**src/sv/pwed_pkg.sv**
```systemverilog
// Package for the windowed energy detector: field widths, register codes
// and reset values. No dependencies; compiled first.
`default_nettype none

package pwed_pkg;

	// Fixed field widths
	localparam int SUM_W      = 37;
	localparam int CNT_W      = 14;
	localparam int MARGIN_W   = 24;
	localparam int HOLD_W     = 12;
	localparam int CFG_IDX_W  = 2;
	localparam int CFG_DATA_W = 24;

	// Configuration register indexes
	typedef enum logic [CFG_IDX_W-1:0] {
		REG_WINDOW_LENGTH = 2'd0,
		REG_DETECT_MARGIN = 2'd1,
		REG_HOLD_LENGTH   = 2'd2
	} cfg_reg_t;

	// Register reset values
	localparam logic [CNT_W-1:0]    WINDOW_LENGTH_RST = CNT_W'(8192);
	localparam logic [MARGIN_W-1:0] DETECT_MARGIN_RST = MARGIN_W'(2);
	localparam logic [HOLD_W-1:0]   HOLD_LENGTH_RST   = HOLD_W'(2048);

	// Floor starts at the largest sum
	localparam logic [SUM_W-1:0] SUM_ALL_ONES = {SUM_W{1'b1}};

endpackage

`default_nettype wire

```
**src/sv/pwed_ifs.sv**
```systemverilog
// Valid/ready channel interfaces for the sample and result words.
// Depends on pwed_pkg for the sum width.
`default_nettype none

interface pwed_sample_if #(
	parameter int SAMPLE_BITS = 24
);
	logic                   valid;
	logic                   ready;
	logic [SAMPLE_BITS-1:0] raw_sample;

	modport source (output valid, output raw_sample, input ready);
	modport sink   (input valid, input raw_sample, output ready);
endinterface

interface pwed_result_if;
	import pwed_pkg::*;

	logic             valid;
	logic             ready;
	logic             motion;
	logic             window_done;
	logic [SUM_W-1:0] noise_floor;
	logic [SUM_W-1:0] window_sum;

	modport source (output valid, output motion, output window_done,
		output noise_floor, output window_sum, input ready);
	modport sink   (input valid, input motion, input window_done,
		input noise_floor, input window_sum, output ready);
endinterface

`default_nettype wire

```
**src/sv/pir_window_energy_detector_unit.sv**
```systemverilog
// Windowed energy detector with minimum-tracking noise floor and motion hold.
// Depends on pwed_pkg and the channel interfaces in pwed_ifs.sv.
//
// Usage:
//   sample_in  carries one converter sample word (two's complement code).
//   result_out carries one result word per sample: motion, window_done and,
//   on a window close, the noise floor and the window sum (zero otherwise).
//   cfg_we/cfg_index/cfg_data write window_length (0), detect_margin (1) and
//   hold_length (2); write only while no sample is in flight.
// Timing:
//   A sample is registered in sample_s1 at accept and processed from there;
//   its result word is registered in the s2 registers, turns valid when they
//   load and can then be taken. One sample per cycle is sustained while result_out is ready.
// Stalls:
//   When result_out is not ready the result register holds its word and the
//   input register holds one more sample; sample_in.ready drops only when
//   both are full.
// Reset:
//   arst_n clears the window count, sum, hold counter and motion flag, sets
//   the floor to all ones and loads the register defaults (8192, 2, 2048).
`default_nettype none

module pir_window_energy_detector_unit #(
	parameter int SAMPLE_BITS = 24
) (
	input  wire                           clk,
	input  wire                           arst_n,
	pwed_sample_if.sink                   sample_in,
	pwed_result_if.source                 result_out,
	input  wire                           cfg_we,
	input  wire [pwed_pkg::CFG_IDX_W-1:0]  cfg_index,
	input  wire [pwed_pkg::CFG_DATA_W-1:0] cfg_data
);
	import pwed_pkg::*;

	// Configuration registers
	logic [CNT_W-1:0]    window_length_q;
	logic [MARGIN_W-1:0] detect_margin_q;
	logic [HOLD_W-1:0]   hold_length_q;

	// Detector state
	logic [CNT_W-1:0]  sample_count_q;
	logic [SUM_W-1:0]  energy_sum_q;
	logic [SUM_W-1:0]  floor_min_q;
	logic [HOLD_W-1:0] hold_count_q;
	logic              motion_flag_q;

	// Pipeline registers
	logic                   valid_s1;
	logic [SAMPLE_BITS-1:0] sample_s1;
	logic                   valid_s2;
	logic                   motion_s2;
	logic                   done_s2;
	logic [SUM_W-1:0]       floor_s2;
	logic [SUM_W-1:0]       sum_s2;

	// Combinational update
	logic                   advance;
	logic [SAMPLE_BITS-1:0] mag;
	logic [SUM_W:0]         sum_wide;
	logic [SUM_W-1:0]       sum_sat;
	logic [CNT_W-1:0]       count_inc;
	logic                   done;
	logic [SUM_W-1:0]       floor_new;
	logic [SUM_W-1:0]       excess;
	logic                   trigger;
	logic [HOLD_W-1:0]      hold_pre;
	logic                   motion_pre;
	logic [HOLD_W-1:0]      hold_next;
	logic                   motion_next;

	// Handshake: result register frees when empty or taken
	assign advance         = !valid_s2 || result_out.ready;
	assign sample_in.ready = !valid_s1 || advance;

	// Magnitude of the sample, most negative code gives 2^(SAMPLE_BITS-1)
	assign mag = sample_s1[SAMPLE_BITS-1] ? (~sample_s1 + 1'b1) : sample_s1;

	// Window sum (saturating) and sample count
	assign sum_wide  = {1'b0, energy_sum_q} + (SUM_W+1)'(mag);
	assign sum_sat   = sum_wide[SUM_W] ? SUM_ALL_ONES : sum_wide[SUM_W-1:0];
	assign count_inc = sample_count_q + 1'b1;
	assign done      = (count_inc >= window_length_q);

	// Floor tracking and trigger on window close
	assign floor_new = (done && (sum_sat < floor_min_q)) ? sum_sat : floor_min_q;
	assign excess    = sum_sat - floor_new;
	assign trigger   = done && (excess > SUM_W'(detect_margin_q));

	// Hold counter: restart on trigger, release at hold_length
	always_comb begin
		hold_pre    = trigger ? HOLD_W'(1) : hold_count_q;
		motion_pre  = trigger ? 1'b1 : motion_flag_q;
		hold_next   = hold_pre;
		motion_next = motion_pre;
		if (hold_pre != '0) begin
			if (hold_pre >= hold_length_q) begin
				hold_next   = '0;
				motion_next = 1'b0;
			end else begin
				hold_next = hold_pre + 1'b1;
			end
		end
	end

	// Configuration writes
	always_ff @(posedge clk or negedge arst_n) begin
		if (!arst_n) begin
			window_length_q <= WINDOW_LENGTH_RST;
			detect_margin_q <= DETECT_MARGIN_RST;
			hold_length_q   <= HOLD_LENGTH_RST;
		end else if (cfg_we) begin
			case (cfg_reg_t'(cfg_index))
				REG_WINDOW_LENGTH: window_length_q <= cfg_data[CNT_W-1:0];
				REG_DETECT_MARGIN: detect_margin_q <= cfg_data[MARGIN_W-1:0];
				REG_HOLD_LENGTH:   hold_length_q   <= cfg_data[HOLD_W-1:0];
				default: ;
			endcase
		end
	end

	// Valid bits and detector state
	always_ff @(posedge clk or negedge arst_n) begin
		if (!arst_n) begin
			valid_s1       <= 1'b0;
			valid_s2       <= 1'b0;
			sample_count_q <= '0;
			energy_sum_q   <= '0;
			floor_min_q    <= SUM_ALL_ONES;
			hold_count_q   <= '0;
			motion_flag_q  <= 1'b0;
		end else begin
			if (sample_in.ready) begin
				valid_s1 <= sample_in.valid;
			end
			if (advance) begin
				valid_s2 <= valid_s1;
				if (valid_s1) begin
					sample_count_q <= done ? '0 : count_inc;
					energy_sum_q   <= done ? '0 : sum_sat;
					floor_min_q    <= floor_new;
					hold_count_q   <= hold_next;
					motion_flag_q  <= motion_next;
				end
			end
		end
	end

	// Payload registers
	always_ff @(posedge clk) begin
		if (sample_in.ready && sample_in.valid) begin
			sample_s1 <= sample_in.raw_sample;
		end
		if (advance && valid_s1) begin
			motion_s2 <= motion_next;
			done_s2   <= done;
			floor_s2  <= done ? floor_new : '0;
			sum_s2    <= done ? sum_sat : '0;
		end
	end

	assign result_out.valid       = valid_s2;
	assign result_out.motion      = motion_s2;
	assign result_out.window_done = done_s2;
	assign result_out.noise_floor = floor_s2;
	assign result_out.window_sum  = sum_s2;

`ifndef ASSERT_OFF
	// Reported floor never exceeds the reported sum
	a_floor_le_sum: assert property (@(posedge clk) disable iff (!arst_n)
		result_out.valid && result_out.window_done |->
			result_out.window_sum >= result_out.noise_floor)
		else $error("noise floor above window sum");

	// Floor and sum read zero outside a window close
	a_zero_fields: assert property (@(posedge clk) disable iff (!arst_n)
		result_out.valid && !result_out.window_done |->
			result_out.noise_floor == '0 && result_out.window_sum == '0)
		else $error("floor or sum nonzero without window close");

	// Noise floor only falls
	a_floor_monotonic: assert property (@(posedge clk) disable iff (!arst_n)
		1'b1 |=> floor_min_q <= $past(floor_min_q))
		else $error("noise floor increased");

	// Motion is active exactly while the hold counter runs
	a_motion_hold: assert property (@(posedge clk) disable iff (!arst_n)
		motion_flag_q == (hold_count_q != '0))
		else $error("motion flag and hold counter disagree");
`endif

endmodule

`default_nettype wire
```
**src/flat_wrapper.sv**
```systemverilog
// flat-port wrapper written by rule: the top's interface ports become plain ports
module pir_window_energy_detector_unit_flat import pwed_pkg::*;
#(
	parameter int SAMPLE_BITS = 24
)
  (clk, arst_n, cfg_we, cfg_index, cfg_data, sample_in_valid, sample_in_raw_sample, sample_in_ready, result_out_valid, result_out_motion, result_out_window_done, result_out_noise_floor, result_out_window_sum, result_out_ready);
  pwed_sample_if #(.SAMPLE_BITS(SAMPLE_BITS)) sample_in_i ();
  pwed_result_if result_out_i ();
  input  wire clk;
  input  wire arst_n;
  input  wire cfg_we;
  input  wire [pwed_pkg::CFG_IDX_W-1:0] cfg_index;
  input  wire [pwed_pkg::CFG_DATA_W-1:0] cfg_data;
  input wire logic [$bits(sample_in_i.valid)-1:0] sample_in_valid;
  input wire logic [$bits(sample_in_i.raw_sample)-1:0] sample_in_raw_sample;
  output wire logic [$bits(sample_in_i.ready)-1:0] sample_in_ready;
  output wire logic [$bits(result_out_i.valid)-1:0] result_out_valid;
  output wire logic [$bits(result_out_i.motion)-1:0] result_out_motion;
  output wire logic [$bits(result_out_i.window_done)-1:0] result_out_window_done;
  output wire logic [$bits(result_out_i.noise_floor)-1:0] result_out_noise_floor;
  output wire logic [$bits(result_out_i.window_sum)-1:0] result_out_window_sum;
  input wire logic [$bits(result_out_i.ready)-1:0] result_out_ready;
  assign sample_in_i.valid = sample_in_valid;
  assign sample_in_i.raw_sample = sample_in_raw_sample;
  assign sample_in_ready = sample_in_i.ready;
  assign result_out_valid = result_out_i.valid;
  assign result_out_motion = result_out_i.motion;
  assign result_out_window_done = result_out_i.window_done;
  assign result_out_noise_floor = result_out_i.noise_floor;
  assign result_out_window_sum = result_out_i.window_sum;
  assign result_out_i.ready = result_out_ready;
  pir_window_energy_detector_unit #(.SAMPLE_BITS(SAMPLE_BITS)) u_core (.clk(clk), .arst_n(arst_n), .sample_in(sample_in_i), .result_out(result_out_i), .cfg_we(cfg_we), .cfg_index(cfg_index), .cfg_data(cfg_data));
endmodule
```
**config.mk**
```make
export PLATFORM = sky130hd
export DESIGN_NAME = pir_window_energy_detector_unit_flat
export DESIGN_NICKNAME = d
export VERILOG_FILES = /design/src/sv/pwed_pkg.sv /design/src/sv/pwed_ifs.sv /design/src/sv/pir_window_energy_detector_unit.sv /design/src/flat_wrapper.sv
export SDC_FILE = /design/constraint.sdc
export NUM_CORES = 1
export LEC_CHECK = 0
export BUFFER_PORTS_ARGS = -buffer_cell sky130_fd_sc_hd__buf_2
export CAP_MARGIN = 20
export CORE_UTILIZATION = 47
export DETAILED_ROUTE_END_ITERATION = 8
export MAX_ROUTING_LAYER = met4
export SYNTH_ARGS = -nofsm -noshare
export SYNTH_HDL_FRONTEND = slang
export SYNTH_SLANG_ARGS = --single-unit
```
**constraint.sdc**
```tcl
create_clock -name clk -period 16.85 [get_ports clk]
set_clock_uncertainty 0.05 [all_clocks]
set_input_delay 2.5275 -clock clk [delete_from_list [all_inputs] [get_ports clk]]
set_output_delay 2.5275 -clock clk [all_outputs]
set_load 0.02 [all_outputs]
```
==> summary.txt <==
Final layout
  – Commonest non-fill, non-tap cell in the layout: nand2_1
  – Share of post-route cells with drive strength above 1: between 15 and 20%
  – Layout area overhead: 12.3%
  – Most frequent cells in the layout: nand2_1, nor2_1, ha_1
  – Final net count: 2215

Power
  – Comb pwr share: 65.9%
  – Sequential Power Share: around a fifth
  – Clock power share: between 10 and 15%
  – Power Internal: 2.21 mW
  – P_sw: 2.08 mW
  – Cell Pwr Density: 219 mW/mm^2
  – Total Power: around 4.3 mW
  – Sw Share: 48.4%
  – Leakage dissipation: 8.63 nW
  – VDD IR-drop max: 98.7 uV

Clock network
  – Inserted Clock Buffers: 29
  – H-tree depth: 1
  – CTS tree: yes
  – Root Buffer: clkbuf_16
  – CTS Sinks: 253
  – Worst-Skew Late Latency: 0.59 ns
  – Clk slew on worst S/H paths: 0.06 ns
  – Max clock buf depth: 3

Floorplan
  – Die Width: 195 um
  – Die Ht: 195 um
  – Initial core utilization: 47.8%
  – IO Count: 133
  – Row count: 70
  – Die ar.: 0.0379 mm^2
  – Core ar.: 0.0365 mm^2

Global route
  – Largest net degree at the start of global routing: 82
  – Initial antenna violation count: 1
  – Total track usage: 27.4%
  – Vias in the first global route: 14100
  – Grt ovf: 0
  – First-pass GRT wire length: a little under 80000 um

Status
  – Status: finished, final reports clean

Synthesis
  – Largest family of logic cells by synthesized area: compound AO/OA/AOI/OAI gates
  – Distinct cells, synth: 99
  – Post-Syn Area per Cell: 9.16 um^2
  – Syn nets: 2110
  – Ys async rst share: 60.5%
  – XOR/XNOR Fraction of Synth Area: around 4.8%
  – Synthesized area: 0.0174 mm^2
  – Number of synthesized register bits: around 250
  – Gate Count Post-Synth: 1904
  – Post-synth EDFFs: 100
  – Synth Area in Adders: 11.0%
  – YS warnings: 0
  – Register area share after synthesis: between 30% and 40%
  – Mux contribution to synthesized area: 3.23%
  – Post-synthesis compound-gate area fraction: 20.3%
  – Simple-gate share of the synthesized area: 16.0%
  – Top_reg_cell synth: dfrtp_1

Detailed routing
  – Met2 WL: 21800 um
  – Post-route DRC: 0
  – Avg Vias per Cell: about 5.8
  – Uppermost layer routed: met4
  – Drt initial violations: just over 900
  – Met3 WL: ~2700 um
  – Vias post-DR: ~15000
  – DRT Wirelength: 49900 um
  – Initial DRT Pass Iterations: 5
  – M1 wire length: approximately 24000 um
  – Wire length per cell: 19.9 um
  – Antenna-violating nets left: 0

Timing
  – RSZ-0062 raised after global routing: no
  – Final setup violation count: 0
  – Fin Setup TNS: 0 ns
  – Achievable Freq: 63.9 MHz
  – Pins over their slew limit: 0
  – Final hold viol count: 0
  – Worst Tran Pin Value: around 1.1 ns
  – Final period util: 92.9%
  – Tmin final: 15.65 ns
  – Max_slew headroom: 28.4%

Setup path
  – Worst Path Arrival: 16.07 ns
  – CP Max Fanout: 31
  – Delay-heaviest family, CP: compound AO/OA/AOI/OAI gates
  – Req. time, crit path: ~17 ns
  – Crit path capture type: flop
  – Kind of critical path: flop to flop
  – Element type at the critical path start: flop
  – WP depth: 74
  – CP max stage cell: edfxtp_1
  – Slowest Stage Delay on Critical Path: 0.41 ns
  – Worst Path Buf+Inv: 0
  – Most common cell on crit path: a21o_1
  – FF-to-FF path depth: 74

Worst hold path
  – Hold path cells: 2
  – Hold Path Class: flop to flop

Place
  – GPL Wtd Cong: 0.912
  – I/O Buffers: 132
  – Detailed Place HPWL: 37200 um

Run
  – MaxCap Viol Count: 0
==> per-stage QoR <==
step | cells | area (um^2) | worst slack [ns] | util [%] | hold WS [ns]
2_1_floorplan | 1904 | 17400 | 1.94 | - | 0.404
3_3_place_gp | 2444 | 18500 | 0.556 | 50.7 | 0.417
3_5_place_dp | 2445 | 18600 | 0.0520 | 50.8 | 0.429
4_1_cts | 2498 | 19500 | 0.00341 | 53.4 | 0.443
5_1_grt | 2500 | 19600 | 0.0134 | 53.6 | 0.459
6_report | 2500 | 19600 | 1.20 | 53.6 | 0.441
==> routing by layer <==
metal,vias to the layer above,global-route usage (%)
li1,7069,-
met1,6982,39.4
met2,413,40.9
met3,70,3.33
met4,0,6.94
met5,-,-
==> registers in the layout, summed over array words and instances (netlist names) <==
register and count:
u_core.window_length_q 14, u_core.sample_s1 24, u_core.detect_margin_q 24, u_core.energy_sum_q 37, u_core.result_out.motion 1, u_core.hold_count_q 12, u_core.floor_min_q 37, u_core.result_out.valid 1
u_core.sample_count_q 14, u_core.result_out.window_sum 37, u_core.motion_flag_q 1, u_core.result_out.window_done 1, u_core.hold_length_q 12, u_core.result_out.noise_floor 37, u_core.valid_s1 1
==> power by group through the flow <==
stage               logic [mW]  registers, mW  clock network, mW
global route              3.15          0.849              0.661
CTS                       2.79          0.834              0.640
finish                    2.83          0.836              0.625
global placement          2.76          0.841                  0
detailed placement        2.77          0.843                  0
floorplan                 2.04          0.836                  0
==> worst paths after layout <==
| kind | from | to | slack [ns] |
|---|---|---|---|
| setup / recovery | u_core.sample_s1[3] | u_core.hold_count_q[10] | 1.20 |
| hold / removal | u_core.floor_min_q[24] | u_core.floor_min_q[24] | 0.44 |
| setup reg to reg | u_core.sample_s1[3] | u_core.hold_count_q[10] | 1.20 |
| hold reg to reg | u_core.floor_min_q[24] | u_core.floor_min_q[24] | 0.44 |
| max in group asynchronous | arst_n | u_core.energy_sum_q[21] | 13.69 |
| min in group asynchronous | arst_n | u_core.hold_length_q[6] | 1.85 |
==> area by class of cell <==
| type | count | area [um^2] |
|---|---|---|
| repair buffers | 155 | 863 |
| multi-input cells | 1419 | 9740 |
| clock inverters | 15 | 134 |
| clock buffers | 38 | 800 |
| well taps | 468 | 586 |
| diodes | 1 | 2.50 |
| inverters | 151 | 569 |
| fillers | 3371 | 16900 |
| flip-flops and latches | 253 | 6880 |
==> Yosys cell counts, types with 20 or more instances <==
cell type / instances / area [um^2]
nor2_1: 156 / 586
a21o_1: 53 / 398
nand2_1: 196 / 736
dfstp_2: 40 / 1050
xor2_1: 26 / 228
nand3_1: 62 / 310
ha_1: 149 / 1860
nor3_1: 22 / 110
dfrtp_1: 113 / 2830
and3_1: 20 / 125
inv_1: 148 / 556
xnor2_1: 69 / 604
o21ai_0: 137 / 686
nand4_1: 35 / 219
mux2_2: 42 / 473
edfxtp_1: 100 / 3000
clkbuf_1: 58 / 218
a21oi_1: 139 / 696
==> cells by family after synthesis <==
kind of cell | count (synthesis)
AO/OA/AOI/OAI | 527
flip-flops | 253
buffers and inverters | 232
XOR/XNOR | 95
adder cells (fa/ha/maj) | 153
multiplexers | 51
AND/OR/NAND/NOR | 593
==> tightest hold or removal path, delay by kind of cell (launching register included) <==
family | cells | cell delay, ns
DFF | 1 | 0.37
AOI/OAI and AO/OA | 1 | 0.07
and+or+nand+nor | 1 | 0.04
==> what timing repair did <==
action                                  CTS  global route
endpoints found under the hold margin     0             0
gates resized for setup                   0            16
buffers inserted                          0             1
endpoints found under the setup margin    0            14
hold buffers                              0             0
No activity file was read; power rests on OpenSTA's default activity.
